[src/hdl/i2c_mbe_pkg.sv]
`timescale 1ns / 1ps
// ----------------------------------------------------------------------------
// I2C master bit engine package
// Shared types and constants for the bit-level I2C master sequencer.
// ----------------------------------------------------------------------------
package i2c_mbe_pkg;

  // Width of the action field on the input channel.
  localparam int ACTION_W = 3;
  // Width of the byte fields on both channels.
  localparam int BYTE_W = 8;
  // Width of the bit counter; covers any byte length up to 31 bits.
  localparam int STEP_W = 5;
  // Width of the phase counter within one bit.
  localparam int PHASE_W = 3;
  // Default number of bits shifted per byte command.
  localparam int BITS_PER_BYTE_DEF = 8;

  // Command codes; the action field uses the same encoding, zero is a tick.
  typedef enum logic [ACTION_W-1:0] {
    CMD_IDLE  = 3'd0,
    CMD_START = 3'd1,
    CMD_WRITE = 3'd2,
    CMD_READ  = 3'd3,
    CMD_STOP  = 3'd4
  } cmd_t;

  // Control state of the sequencer that travels between the top and the step logic.
  typedef struct packed {
    cmd_t               cmd;
    logic [PHASE_W-1:0] phase;
    logic [STEP_W-1:0]  step;
    logic               scl;
    logic               sda;
    logic               ack_choice;
    logic               ack_sample;
  } ctrl_t;

endpackage

[src/hdl/i2c_mbe_in_if.sv]
`timescale 1ns / 1ps
// ----------------------------------------------------------------------------
// I2C master bit engine input channel
// Valid/ready channel that carries one command or tick per transaction.
// ----------------------------------------------------------------------------
interface i2c_mbe_in_if;
  import i2c_mbe_pkg::*;

  logic                valid;
  logic                ready;
  logic [ACTION_W-1:0] action;
  logic [BYTE_W-1:0]   data;
  logic                send_ack;
  logic                sda_in;

  modport source (output valid, output action, output data, output send_ack,
                  output sda_in, input ready);
  modport sink   (input valid, input action, input data, input send_ack,
                  input sda_in, output ready);
endinterface

[src/hdl/i2c_mbe_out_if.sv]
`timescale 1ns / 1ps
// ----------------------------------------------------------------------------
// I2C master bit engine result channel
// Valid/ready channel that carries the bus levels and status of one step.
// ----------------------------------------------------------------------------
interface i2c_mbe_out_if;
  import i2c_mbe_pkg::*;

  logic              valid;
  logic              ready;
  logic              scl;
  logic              sda_out;
  logic              busy_res;
  logic              done_res;
  logic [BYTE_W-1:0] read_data;
  logic              ack_level;

  modport source (output valid, output scl, output sda_out, output busy_res,
                  output done_res, output read_data, output ack_level, input ready);
  modport sink   (input valid, input scl, input sda_out, input busy_res,
                  input done_res, input read_data, input ack_level, output ready);
endinterface

[src/hdl/i2c_mbe_step.sv]
`timescale 1ns / 1ps
// ----------------------------------------------------------------------------
// I2C master bit engine step logic
// Next-state logic for one pin step: command launch, per-command phase
// sequencing, data shifting and acknowledge handling.
// ----------------------------------------------------------------------------
module i2c_mbe_step #(
  parameter int BITS_PER_BYTE = i2c_mbe_pkg::BITS_PER_BYTE_DEF
) (
  input  i2c_mbe_pkg::ctrl_t                  ctrl_cur,
  input  logic [BITS_PER_BYTE-1:0]            shift_cur,
  input  logic [i2c_mbe_pkg::BYTE_W-1:0]      last_cur,
  input  logic [i2c_mbe_pkg::ACTION_W-1:0]    action,
  input  logic [i2c_mbe_pkg::BYTE_W-1:0]      data,
  input  logic                                send_ack,
  input  logic                                sda_in,
  output i2c_mbe_pkg::ctrl_t                  ctrl_nxt,
  output logic [BITS_PER_BYTE-1:0]            shift_nxt,
  output logic [i2c_mbe_pkg::BYTE_W-1:0]      last_nxt,
  output logic                                done
);
  import i2c_mbe_pkg::*;

  localparam logic [STEP_W-1:0] LAST_STEP = STEP_W'(BITS_PER_BYTE);

  always_comb begin
    ctrl_t              n;
    logic [PHASE_W-1:0] p;
    logic               in_bits;
    logic               fin;

    n         = ctrl_cur;
    shift_nxt = shift_cur;
    last_nxt  = last_cur;
    fin       = 1'b0;

    // Launch a new command only while idle; otherwise the item is a tick.
    if (ctrl_cur.cmd == CMD_IDLE &&
        (action == CMD_START || action == CMD_WRITE ||
         action == CMD_READ  || action == CMD_STOP)) begin
      n.cmd   = cmd_t'(action);
      n.step  = '0;
      n.phase = '0;
      if (action == CMD_WRITE) begin
        shift_nxt = BITS_PER_BYTE'(data);
      end
      if (action == CMD_READ) begin
        shift_nxt    = '0;
        n.ack_choice = send_ack;
      end
    end

    p       = n.phase;
    in_bits = (n.step < LAST_STEP);

    // Phase counter advances by one unless a branch below overrides it.
    if (n.cmd != CMD_IDLE) begin
      n.phase = p + PHASE_W'(1);
    end

    case (n.cmd)
      CMD_START: begin
        if (p == 3'd0) begin
          n.sda = 1'b1;
        end else if (p == 3'd1) begin
          n.scl = 1'b1;
        end else if (p == 3'd3) begin
          n.sda = 1'b0;
        end else if (p == 3'd5) begin
          n.scl = 1'b0;
          fin   = 1'b1;
        end
      end
      CMD_WRITE: begin
        if (in_bits) begin
          // Data bit: drive MSB, raise SCL, hold, lower SCL and shift.
          // The MSB comes from the launched byte on the first step.
          if (p == 3'd0) begin
            n.sda = shift_nxt[BITS_PER_BYTE-1];
          end else if (p == 3'd1) begin
            n.scl = 1'b1;
          end else if (p == 3'd3) begin
            n.scl     = 1'b0;
            shift_nxt = {shift_cur[BITS_PER_BYTE-2:0], 1'b0};
            n.step    = n.step + STEP_W'(1);
            n.phase   = '0;
          end
        end else begin
          // Acknowledge slot: release SDA, clock it and sample the slave.
          if (p == 3'd0) begin
            n.sda = 1'b1;
          end else if (p == 3'd2) begin
            n.scl = 1'b1;
          end else if (p == 3'd4) begin
            n.ack_sample = sda_in;
            n.scl        = 1'b0;
            fin          = 1'b1;
          end
        end
      end
      CMD_READ: begin
        if (in_bits) begin
          // Data bit: release SDA, raise SCL, then shift in the line level.
          if (p == 3'd0) begin
            n.sda = 1'b1;
          end else if (p == 3'd2) begin
            n.scl = 1'b1;
          end else if (p == 3'd4) begin
            shift_nxt = {shift_cur[BITS_PER_BYTE-2:0], sda_in};
            n.scl     = 1'b0;
            n.step    = n.step + STEP_W'(1);
            n.phase   = '0;
            if (n.step == LAST_STEP) begin
              last_nxt = BYTE_W'({shift_cur[BITS_PER_BYTE-2:0], sda_in});
            end
          end
        end else begin
          // Master acknowledge slot: drive ACK or NAK and clock it.
          if (p == 3'd0) begin
            n.sda = ~n.ack_choice;
          end else if (p == 3'd2) begin
            n.scl = 1'b1;
          end else if (p == 3'd4) begin
            n.scl = 1'b0;
            fin   = 1'b1;
          end
        end
      end
      CMD_STOP: begin
        if (p == 3'd0) begin
          n.sda = 1'b0;
        end else if (p == 3'd2) begin
          n.scl = 1'b1;
        end else if (p == 3'd4) begin
          n.sda = 1'b1;
          fin   = 1'b1;
        end
      end
      default: begin
        n.phase = p;
      end
    endcase

    // A completed command returns the sequencer to idle.
    if (fin) begin
      n.cmd   = CMD_IDLE;
      n.step  = '0;
      n.phase = '0;
    end

    ctrl_nxt = n;
    done     = fin;
  end

endmodule

[src/hdl/i2c_master_bit_engine_top.sv]
`timescale 1ns / 1ps
// ----------------------------------------------------------------------------
// I2C master bit engine
// Bit-level I2C master: each input transaction performs one pin step of a
// start, write byte, read byte or stop command.
// ----------------------------------------------------------------------------
// Usage:
//   The input channel carries an action (tick, start, write, read, stop),
//   the byte to write, the acknowledge choice for reads and the sampled SDA
//   level. A command is taken only while the engine is idle; later
//   transactions, normally ticks, walk it through its pin steps.
//   Every input transaction yields exactly one result transaction with the
//   SCL and SDA levels after the step, busy and done flags, the last byte
//   read and the last acknowledge level seen after a write.
//   The result is registered, valid the cycle after acceptance. Throughput
//   is one transaction per cycle, set by the single result register.
//   While the result receiver stalls, the result register holds and the
//   input stays ready only if the held result is taken in the same cycle.
//   Reset releases both bus lines, returns to idle, clears the read byte
//   and sets the acknowledge level to one; the result channel goes empty.
// ----------------------------------------------------------------------------
module i2c_master_bit_engine_top #(
  parameter int BITS_PER_BYTE = i2c_mbe_pkg::BITS_PER_BYTE_DEF
) (
  input  logic          clk,
  input  logic          rst_n,
  i2c_mbe_in_if.sink    in_bus,
  i2c_mbe_out_if.source out_bus
);
  import i2c_mbe_pkg::*;

  ctrl_t                    ctrl_r;
  ctrl_t                    ctrl_nxt;
  logic [BITS_PER_BYTE-1:0] shift_r;
  logic [BITS_PER_BYTE-1:0] shift_nxt;
  logic [BYTE_W-1:0]        last_r;
  logic [BYTE_W-1:0]        last_nxt;
  logic                     done_nxt;
  logic                     in_acc;

  logic                     out_valid_r;
  logic                     out_scl_r;
  logic                     out_sda_r;
  logic                     out_busy_r;
  logic                     out_done_r;
  logic [BYTE_W-1:0]        out_read_r;
  logic                     out_ack_r;

  // Accept while the result register is empty or being drained.
  assign in_bus.ready = ~out_valid_r | out_bus.ready;
  assign in_acc       = in_bus.valid & in_bus.ready;

  // Next-state logic for one pin step.
  i2c_mbe_step #(
    .BITS_PER_BYTE (BITS_PER_BYTE)
  ) u_step (
    .ctrl_cur  (ctrl_r),
    .shift_cur (shift_r),
    .last_cur  (last_r),
    .action    (in_bus.action),
    .data      (in_bus.data),
    .send_ack  (in_bus.send_ack),
    .sda_in    (in_bus.sda_in),
    .ctrl_nxt  (ctrl_nxt),
    .shift_nxt (shift_nxt),
    .last_nxt  (last_nxt),
    .done      (done_nxt)
  );

  // Sequencer state, updated once per accepted transaction.
  always_ff @(posedge clk) begin
    if (!rst_n) begin
      ctrl_r.cmd        <= CMD_IDLE;
      ctrl_r.phase      <= '0;
      ctrl_r.step       <= '0;
      ctrl_r.scl        <= 1'b1;
      ctrl_r.sda        <= 1'b1;
      ctrl_r.ack_choice <= 1'b0;
      ctrl_r.ack_sample <= 1'b1;
      shift_r           <= '0;
      last_r            <= '0;
    end else if (in_acc) begin
      ctrl_r  <= ctrl_nxt;
      shift_r <= shift_nxt;
      last_r  <= last_nxt;
    end
  end

  // Result valid flag.
  always_ff @(posedge clk) begin
    if (!rst_n) begin
      out_valid_r <= 1'b0;
    end else if (in_acc) begin
      out_valid_r <= 1'b1;
    end else if (out_bus.ready) begin
      out_valid_r <= 1'b0;
    end
  end

  // Result payload register.
  always_ff @(posedge clk) begin
    if (in_acc) begin
      out_scl_r  <= ctrl_nxt.scl;
      out_sda_r  <= ctrl_nxt.sda;
      out_busy_r <= (ctrl_nxt.cmd != CMD_IDLE);
      out_done_r <= done_nxt;
      out_read_r <= last_nxt;
      out_ack_r  <= ctrl_nxt.ack_sample;
    end
  end

  assign out_bus.valid     = out_valid_r;
  assign out_bus.scl       = out_scl_r;
  assign out_bus.sda_out   = out_sda_r;
  assign out_bus.busy_res  = out_busy_r;
  assign out_bus.done_res  = out_done_r;
  assign out_bus.read_data = out_read_r;
  assign out_bus.ack_level = out_ack_r;

  // A completing step always leaves the engine idle.
  a_done_not_busy: assert property (@(posedge clk) disable iff (!rst_n)
    out_valid_r && out_done_r |-> !out_busy_r)
    else $error("done reported while still busy");

  // A running command is never replaced by another one.
  a_cmd_kept: assert property (@(posedge clk) disable iff (!rst_n)
    in_acc && ctrl_r.cmd != CMD_IDLE |=>
      ctrl_r.cmd == $past(ctrl_r.cmd) || ctrl_r.cmd == CMD_IDLE)
    else $error("running command replaced");

  // Without an accepted transaction the sequencer does not move.
  a_state_hold: assert property (@(posedge clk) disable iff (!rst_n)
    !in_acc |=> $stable(ctrl_r) && $stable(shift_r) && $stable(last_r))
    else $error("sequencer state changed without a transaction");

  // The phase counter never passes the last step of a start command.
  a_phase_bound: assert property (@(posedge clk) disable iff (!rst_n)
    ctrl_r.phase <= 3'd5)
    else $error("phase counter out of range");

endmodule

[src/flat_wrapper.sv]
// flat-port wrapper written by rule: the top's interface ports become plain ports
module i2c_master_bit_engine_top_flat import i2c_mbe_pkg::*;
#(
  parameter int BITS_PER_BYTE = i2c_mbe_pkg::BITS_PER_BYTE_DEF
)
  (clk, rst_n, in_bus_valid, in_bus_action, in_bus_data, in_bus_send_ack, in_bus_sda_in, in_bus_ready, out_bus_valid, out_bus_scl, out_bus_sda_out, out_bus_busy_res, out_bus_done_res, out_bus_read_data, out_bus_ack_level, out_bus_ready);
  i2c_mbe_in_if in_bus_i ();
  i2c_mbe_out_if out_bus_i ();
  input  logic clk;
  input  logic rst_n;
  input wire logic [$bits(in_bus_i.valid)-1:0] in_bus_valid;
  input wire logic [$bits(in_bus_i.action)-1:0] in_bus_action;
  input wire logic [$bits(in_bus_i.data)-1:0] in_bus_data;
  input wire logic [$bits(in_bus_i.send_ack)-1:0] in_bus_send_ack;
  input wire logic [$bits(in_bus_i.sda_in)-1:0] in_bus_sda_in;
  output wire logic [$bits(in_bus_i.ready)-1:0] in_bus_ready;
  output wire logic [$bits(out_bus_i.valid)-1:0] out_bus_valid;
  output wire logic [$bits(out_bus_i.scl)-1:0] out_bus_scl;
  output wire logic [$bits(out_bus_i.sda_out)-1:0] out_bus_sda_out;
  output wire logic [$bits(out_bus_i.busy_res)-1:0] out_bus_busy_res;
  output wire logic [$bits(out_bus_i.done_res)-1:0] out_bus_done_res;
  output wire logic [$bits(out_bus_i.read_data)-1:0] out_bus_read_data;
  output wire logic [$bits(out_bus_i.ack_level)-1:0] out_bus_ack_level;
  input wire logic [$bits(out_bus_i.ready)-1:0] out_bus_ready;
  assign in_bus_i.valid = in_bus_valid;
  assign in_bus_i.action = in_bus_action;
  assign in_bus_i.data = in_bus_data;
  assign in_bus_i.send_ack = in_bus_send_ack;
  assign in_bus_i.sda_in = in_bus_sda_in;
  assign in_bus_ready = in_bus_i.ready;
  assign out_bus_valid = out_bus_i.valid;
  assign out_bus_scl = out_bus_i.scl;
  assign out_bus_sda_out = out_bus_i.sda_out;
  assign out_bus_busy_res = out_bus_i.busy_res;
  assign out_bus_done_res = out_bus_i.done_res;
  assign out_bus_read_data = out_bus_i.read_data;
  assign out_bus_ack_level = out_bus_i.ack_level;
  assign out_bus_i.ready = out_bus_ready;
  i2c_master_bit_engine_top #(.BITS_PER_BYTE(BITS_PER_BYTE)) u_core (.clk(clk), .rst_n(rst_n), .in_bus(in_bus_i), .out_bus(out_bus_i));
endmodule
[config.mk]
export PLATFORM = sky130hd
export DESIGN_NAME = i2c_master_bit_engine_top_flat
export DESIGN_NICKNAME = d
export VERILOG_FILES = /design/src/hdl/i2c_mbe_pkg.sv /design/src/hdl/i2c_mbe_in_if.sv /design/src/hdl/i2c_mbe_out_if.sv /design/src/hdl/i2c_mbe_step.sv /design/src/hdl/i2c_master_bit_engine_top.sv /design/src/flat_wrapper.sv
export SDC_FILE = /design/constraint.sdc
export NUM_CORES = 1
export LEC_CHECK = 0
export BUFFER_PORTS_ARGS = -buffer_cell sky130_fd_sc_hd__buf_4
export CORE_ASPECT_RATIO = 0.75
export CORE_UTILIZATION = 30
export CTS_BUF_LIST = sky130_fd_sc_hd__clkbuf_16
export CTS_CLUSTER_SIZE = 12
export DETAILED_ROUTE_END_ITERATION = 12
export GPL_ROUTABILITY_DRIVEN = 0
export SYNTH_ARGS = -nofsm -noshare
export SYNTH_HDL_FRONTEND = slang
export SYNTH_SLANG_ARGS = --single-unit
[constraint.sdc]
create_clock -name clk -period 4.19 [get_ports clk]
set_input_delay 0.2095 -clock clk [delete_from_list [all_inputs] [get_ports clk]]
set_output_delay 0.2095 -clock clk [all_outputs]
set_load 0.05 [all_outputs]
==> impl_metrics.toml, run 1 <==
[timing]
fin_ws_ns = 0.600
setup_viol_count_final = 0
fmax_mhz = 279
finalSetupTns_ns = 0
fin_crit_sh_pct = 85.7
slew_violations = 0
worst_pin_slew_ns = 0.718
min_period_ns = 3.59
relSlewSlack_pct = 52.1
finClkSkew_ns = 0.00859
rsz0062_at_grt = "false"
finalHoldViolCount = 0

[synthesis]
syn-instance-count = 311
synthArstFlopShare_pct = 0
synth-seq-area-share_pct = 37.8
synth_edf_count = 13
synth_top_cell_by_area = "dfxtp_1"
synth_cell_types = 61
synth_area_um2 = 2730
synth_top_cell_area_share_pct = 23.5
synth.top_cells.by_area = "dfxtp_1 (23%), edfxtp_1 (14%), nand2_1 (4.7%), a21oi_1 (3.7%), mux2i_1 (3.7%)"
syn_nets = 334
synth.avg_cell_area_um2 = 8.78
synthFlopType = "dfxtp_1"
synth_seq_cells = 45
yosys_warnings = 0

[power_and_ir_drop]
pwr-share-comb_pct = 18.1
pwr-share-seq_pct = 45.0
internal-power_mw = 0.753
p_leak_nw = 1.22
clkPwrFrac_pct = 36.8
netSwitchingFraction_pct = 29.5
max-vdd-ir-drop_v = 0.000160
p_switching_mw = 0.315
cellPowerDensity_nw_per_um2 = 335

[layout]
nFillCells = 884
mostFrequentLayoutCells = "nand2_1 (34), buf_4 (34), dfxtp_1 (32)"
seq_area_um2 = 1030
diodes = 0
multi_input_area_um2 = 1570
drive_gt1_share_pct = 18.8
syn_to_final_growth_pct = 16.8
final_nets = 357

[cts]
cts_tree = "done"
cts_sinks = 45
clk_latency_ns = 0.29
cts_root_buf = "clkbuf_16"
hold_buffers = 0
cts_buffers = 5
clockBufferDepth = 2
cts_resized = 0
post_cts_buffers = 0
clk_pin_slew_worst_paths_ns = 0.07
htreeDepth = 2

[global_routing]
grt_pass1_wl_um = 11700
grt_util_all_layers_pct = 15.7
antenna_found_initial = 0
grt_max_degree = 38
first_global_vias = 2260
grt_overflow = 0

[worst_setup_path]
crit_path_start_kind = "flop"
worstSetupPathType = "flop to flop"
critPathArrivalTime_ns = 3.63
regToRegEndpoint = "u_core.out_bus.read_data[4]"
r2r_start = "u_core.ctrl_r[14]"
endpoint_kind = "flop"
crit_path_start = "u_core.ctrl_r[14]"
reg2reg_slack_ns = 0.60
cp_max_fo = 14
reg2regPathDepth = 9
crit_required_ns = 4.23

[routing]
vias = 2462
viasPerCell = 5.56
finalWirelength_um = 7130
antenna_left = 0
drtIter0Drc = 185
wl_per_cell_um = 16.1
first_pass_iters = 9
route.detailed.drc = 2

[die]
die_x_um = 112
coreArea_um2 = 8640
initial_core_util_pct = 31.6
die_y_um = 84.6
dieArea_um2 = 9490
row_count = 29
pin_count = 32

[placed_design]
dp_slack_ns = 0.644
dp_hpwl_um = 5080
io_buffer_count = 31

[worst_hold_path]
min_path_cells = 3
min-delay-start = "in_bus_valid"
hold_class = "input pin to flop"
worstHoldEndpoint = "u_core.out_bus.valid"

[status]
status = "complete, but fails checks"
violations = "DRC"

[flow_run]
drv_cap = 0
[power groups by stage]
stage | Clock, mW | Combinational, mW | Sequential, mW
3_5_place_dp | 0 | 0.191 | 0.490
2_1_floorplan | 0 | 0.110 | 0.516
3_3_place_gp | 0 | 0.190 | 0.490
5_1_grt | 0.420 | 0.210 | 0.483
4_1_cts | 0.405 | 0.192 | 0.480
6_report | 0.393 | 0.194 | 0.481
[critical path: stages (launching register included)]
cell     delay (ns)
dfxtp_1        0.47
nor3_2         0.56
nand3_2        0.27
and2_1         0.29
inv_1          0.09
ha_1           0.35
nand2_1        0.17
nor4_4         0.45
nand3_2        0.33
mux2_2         0.36
[layout make-up]
| type | instances | area share [%] |
|---|---|---|
| clock buffer | 5 | 3.92 |
| timing repair buffer | 34 | 8.00 |
| sequential | 45 | 32.3 |
| inverter | 14 | 1.65 |
| tap | 108 | 4.24 |
| clock inverter | 3 | 0.706 |
| multi-input combinational | 234 | 49.2 |
[cell families after synthesis]
family | count (synthesis) | synth area share, %
flops | 45 | 37.8
buf+inv | 32 | 4.81
mux | 19 | 7.52
compound gates | 85 | 22.2
fa+ha+maj | 6 | 2.75
simple gates | 124 | 24.9
[worst max path at each step]
stage,slack [ns],to,depth (start not counted)
floorplan,1.23,u_core.out_bus.read_data[0],10
global placement,0.82,u_core.out_bus.read_data[2],9
detailed placement,0.64,u_core.out_bus.read_data[4],9
CTS,0.62,u_core.out_bus.read_data[5],9
global route,0.31,u_core.out_bus.read_data[5],9
finish,0.60,u_core.out_bus.read_data[4],9
[stage by stage]
step	hold WS [ns]	power, mW	area (um2)	util, %	std cells
final	0.168	1.07	3190	36.9	443
after global routing	0.172	1.11	3190	36.9	443
after CTS	0.163	1.08	3190	36.9	443
after detailed placement	0.448	0.681	3040	35.2	435
after global placement	0.442	0.680	3040	35.2	435
after floorplan	0.339	0.626	2730	-	311
[per-layer routing]
layer  wire, um  global-route usage, %  vias to the layer above
met4         45                   3.15                        0
li1           -                      -                     1213
met1       3640                   22.3                     1165
met3        470                   4.84                        6
met2       2980                   23.5                       78
met5          0                      0                        -
[cell usage after synthesis, types with 3 or more instances]
cell type / count
nor2_1: 22
o21a_1: 3
a31oi_1: 6
mux2_2: 8
a2bb2oi_1: 3
mux2i_1: 10
nand2_1: 34
nor3_1: 4
o221ai_1: 7
nor4b_1: 3
o21ai_0: 10
a21oi_1: 20
o311ai_0: 3
inv_1: 12
a211o_1: 4
o31ai_1: 5
nor2b_1: 3
o211ai_1: 4
dfxtp_1: 32
nor3b_1: 10
and2_1: 5
clkbuf_1: 13
or3_1: 8
edfxtp_1: 13
ha_1: 6
buf_2: 3
nand3_1: 18
[registers in the layout, summed over array words and instances, names as in the netlist]
register / cells
u_core.out_bus.sda_out: 1
u_core.out_bus.read_data: 8
u_core.out_bus.done_res: 1
u_core.out_bus.valid: 1
u_core.out_bus.busy_res: 1
u_core.ctrl_r: 15
u_core.shift_r: 8
u_core.out_bus.ack_level: 1
u_core.last_r: 8
u_core.out_bus.scl: 1
No activity file was read; power rests on OpenSTA's default activity.
==> inputs of run 2 (changes only) <==
--- a/config.mk
+++ b/config.mk
@@ -5,6 +5,7 @@
 export SDC_FILE = /design/constraint.sdc
 export NUM_CORES = 1
 export LEC_CHECK = 0
+export ABC_AREA = 1
 export BUFFER_PORTS_ARGS = -buffer_cell sky130_fd_sc_hd__buf_4
 export CORE_ASPECT_RATIO = 0.75
 export CORE_UTILIZATION = 30
==> constraint.sdc (replaced) <==
create_clock -name clk -period 3.9 [get_ports clk]
set_input_delay 0.195 -clock clk [delete_from_list [all_inputs] [get_ports clk]]
set_output_delay 0.195 -clock clk [all_outputs]
set_load 0.05 [all_outputs]
==> run 2 against run 1 <==
The run still ends with DRC left. Area after synthesis shrank 1.1%. Sequential power increased by 12%. Routed wire length decreased by 9.9%. Global-route usage is 1.4 points lower. Combinational power increased by 52%. Clock-buffer cell count unchanged. Die area shrank 1.1%. Sequential share of layout area rose by 0.13 points.
==> impl_metrics.toml, run 2 <==
[routing]
route.detailed.drc = 6
vias = 2380
antenna_left = 0
finalWirelength_um = 6430
drtIter0Drc = 149
viasPerCell = 4.78
first_pass_iters = 9
wl_per_cell_um = 12.9

[synthesis]
synthArstFlopShare_pct = 0
synth.top_cells.by_area = "dfxtp_1 (24%), edfxtp_1 (14%), nand2_1 (13%), a21oi_1 (7.0%), inv_1 (5.7%)"
synth_area_um2 = 2700
syn-instance-count = 359
synth_top_cell_area_share_pct = 23.7
synth_top_cell_by_area = "dfxtp_1"
synth_seq_cells = 45
syn_nets = 382
synthFlopType = "dfxtp_1"
yosysMostFrequentCell = "nand2_1"
synth.avg_cell_area_um2 = 7.52
synth_cell_types = 35
yosys_warnings = 0
synth_commonest_cells = "nand2_1 (94), inv_1 (41), a21oi_1 (38), dfxtp_1 (32), o21ai_0 (26)"
synth_edf_count = 13
synth-seq-area-share_pct = 38.2

[worst_setup_path]
worstSetupPathType = "flop to flop"
cp_max_fo = 9
reg2reg_slack_ns = 1.39
critPathArrivalTime_ns = 2.55
endpoint_kind = "flop"
crit_required_ns = 3.94
crit_path_start_kind = "flop"

[cts]
cts_tree = "done"
hold_buffers = 0
clk_pin_slew_worst_paths_ns = 0.07
cts_buffers = 5
post_cts_buffers = 0
clockBufferDepth = 2
htreeDepth = 2
clk_latency_ns = 0.29
cts_sinks = 45
cts_resized = 0
cts_root_buf = "clkbuf_16"

[timing]
worst_pin_slew_ns = 1.21
min_period_ns = 2.51
fin_crit_sh_pct = 64.5
relSlewSlack_pct = 19.5
finClkSkew_ns = 0.00632
setup_viol_count_final = 0
rsz0062_at_grt = "false"
finalSetupTns_ns = 0
finalHoldViolCount = 0
slew_violations = 0
fmax_mhz = 398

[layout]
fin_area_um2 = 3180
layout_commonest_cell = "nand2_1"
largest_reg_flops = 15
regMostFlops = "u_core.ctrl_r"
mostFrequentLayoutCells = "nand2_1 (94), inv_1 (42), a21oi_1 (38)"
diodes = 0
drive_gt1_share_pct = 20.5
final_nets = 412
syn_to_final_growth_pct = 17.7

[placed_design]
place_area_um2 = 3010
io_buffer_count = 31
dp_hpwl_um = 4730

[worst_hold_path]
hold_class = "input pin to flop"

[die]
die_x_um = 112
die_y_um = 84.2
row_count = 29
coreArea_um2 = 8600
pin_count = 32
initial_core_util_pct = 31.4
dieArea_um2 = 9390

[global_routing]
grt_util_all_layers_pct = 14.4
grt_max_degree = 42
grt_overflow = 0
first_global_vias = 2245
grt_pass1_wl_um = 10900
antenna_found_initial = 0

[power_and_ir_drop]
max-vdd-ir-drop_v = 0.000160
p_leak_nw = 1.42
cellPowerDensity_nw_per_um2 = 414

[status]
status = "complete, but fails checks"
violations = "DRC"

[flow_run]
drv_cap = 0
run 2: changes by cell type in the layout (fill, tap and decap cells not counted), sizes merged, moves of 5 or more:
cell	delta
nand2	+76
inv	+37
a21oi	+20
o21ai	+18
mux2i	-10
nor3b	-10
mux2	-9
or3	-9
o21bai	+8
o221ai	-7
a31oi	-5
and2	-5
nor3	-5
o31ai	-5
run 2: final cells by class:
cell class,instances,area [um2]
timing repair buffer,32,240
tap,108,135
inverter,50,193
multi-input combinational,255,1410
clock inverter,3,42.5
fill,895,5420
sequential,45,1030
clock buffer,5,125
run 2: critical path, stage by stage (launching register included):
cell and delay, ns:
dfxtp_1 0.31, inv_2 0.11, nand3_2 0.13, inv_2 0.14, nand2_8 0.10, nand2_1 0.14, ha_1 0.25, inv_1 0.14
nor2_8 0.15, nand2_2 0.09, clkinv_4 0.07, nand2_2 0.14, nor2_4 0.24, nand2_1 0.07, nand2_1 0.11, inv_1 0.06
run 2: logic make-up (layout without fill, tap and decap cells):
logic type / Yosys count / count (layout) / share of synthesized area (%)
buffers and inverters: 59 / 90 / 9.59
AO/OA/AOI/OAI: 88 / 88 / 19.0
adder cells (fa/ha/maj): 6 / 6 / 2.78
XOR/XNOR: 1 / 1 / 0.324
flip-flops: 45 / 45 / 38.2
AND/OR/NAND/NOR: 160 / 160 / 30.1
run 2: layer usage:
layer	share of wire, %	up-vias	track usage [%]	routed length (um)
li1	-	1238	-	-
met5	0	-	0	0
met2	41	49	21.1	2630
met1	54	1091	21.4	3440
met4	0.17	0	3.07	11
met3	5.3	2	3.03	343
run 2: per-stage QoR:
stage	total power, mW	util, %	instances	setup slack, ns	hold WS (ns)
6_report	1.32	36.9	498	1.39	0.208
5_1_grt	1.38	36.9	498	1.16	0.233
4_1_cts	1.33	36.9	498	1.37	0.212
3_5_place_dp	0.842	35.0	490	1.38	0.458
3_3_place_gp	0.839	35.0	490	1.47	0.443
2_1_floorplan	0.768	-	359	1.34	0.333
run 2: report_power, final:
group	internal, mW	switching (mW)
Clock	0.301	0.183
Combinational	0.0947	0.200
Sequential	0.520	0.0179
run 2: final timing paths:
check,startpoint,to,cells after the start
worst max-delay path,u_core.ctrl_r[12],u_core.out_bus.read_data[6],15
worst min-delay path,out_bus_ready,u_core.out_bus.valid,4
worst max register to register,u_core.ctrl_r[12],u_core.out_bus.read_data[6],15
worst min register to register,u_core.ctrl_r[10],u_core.ctrl_r[10],2
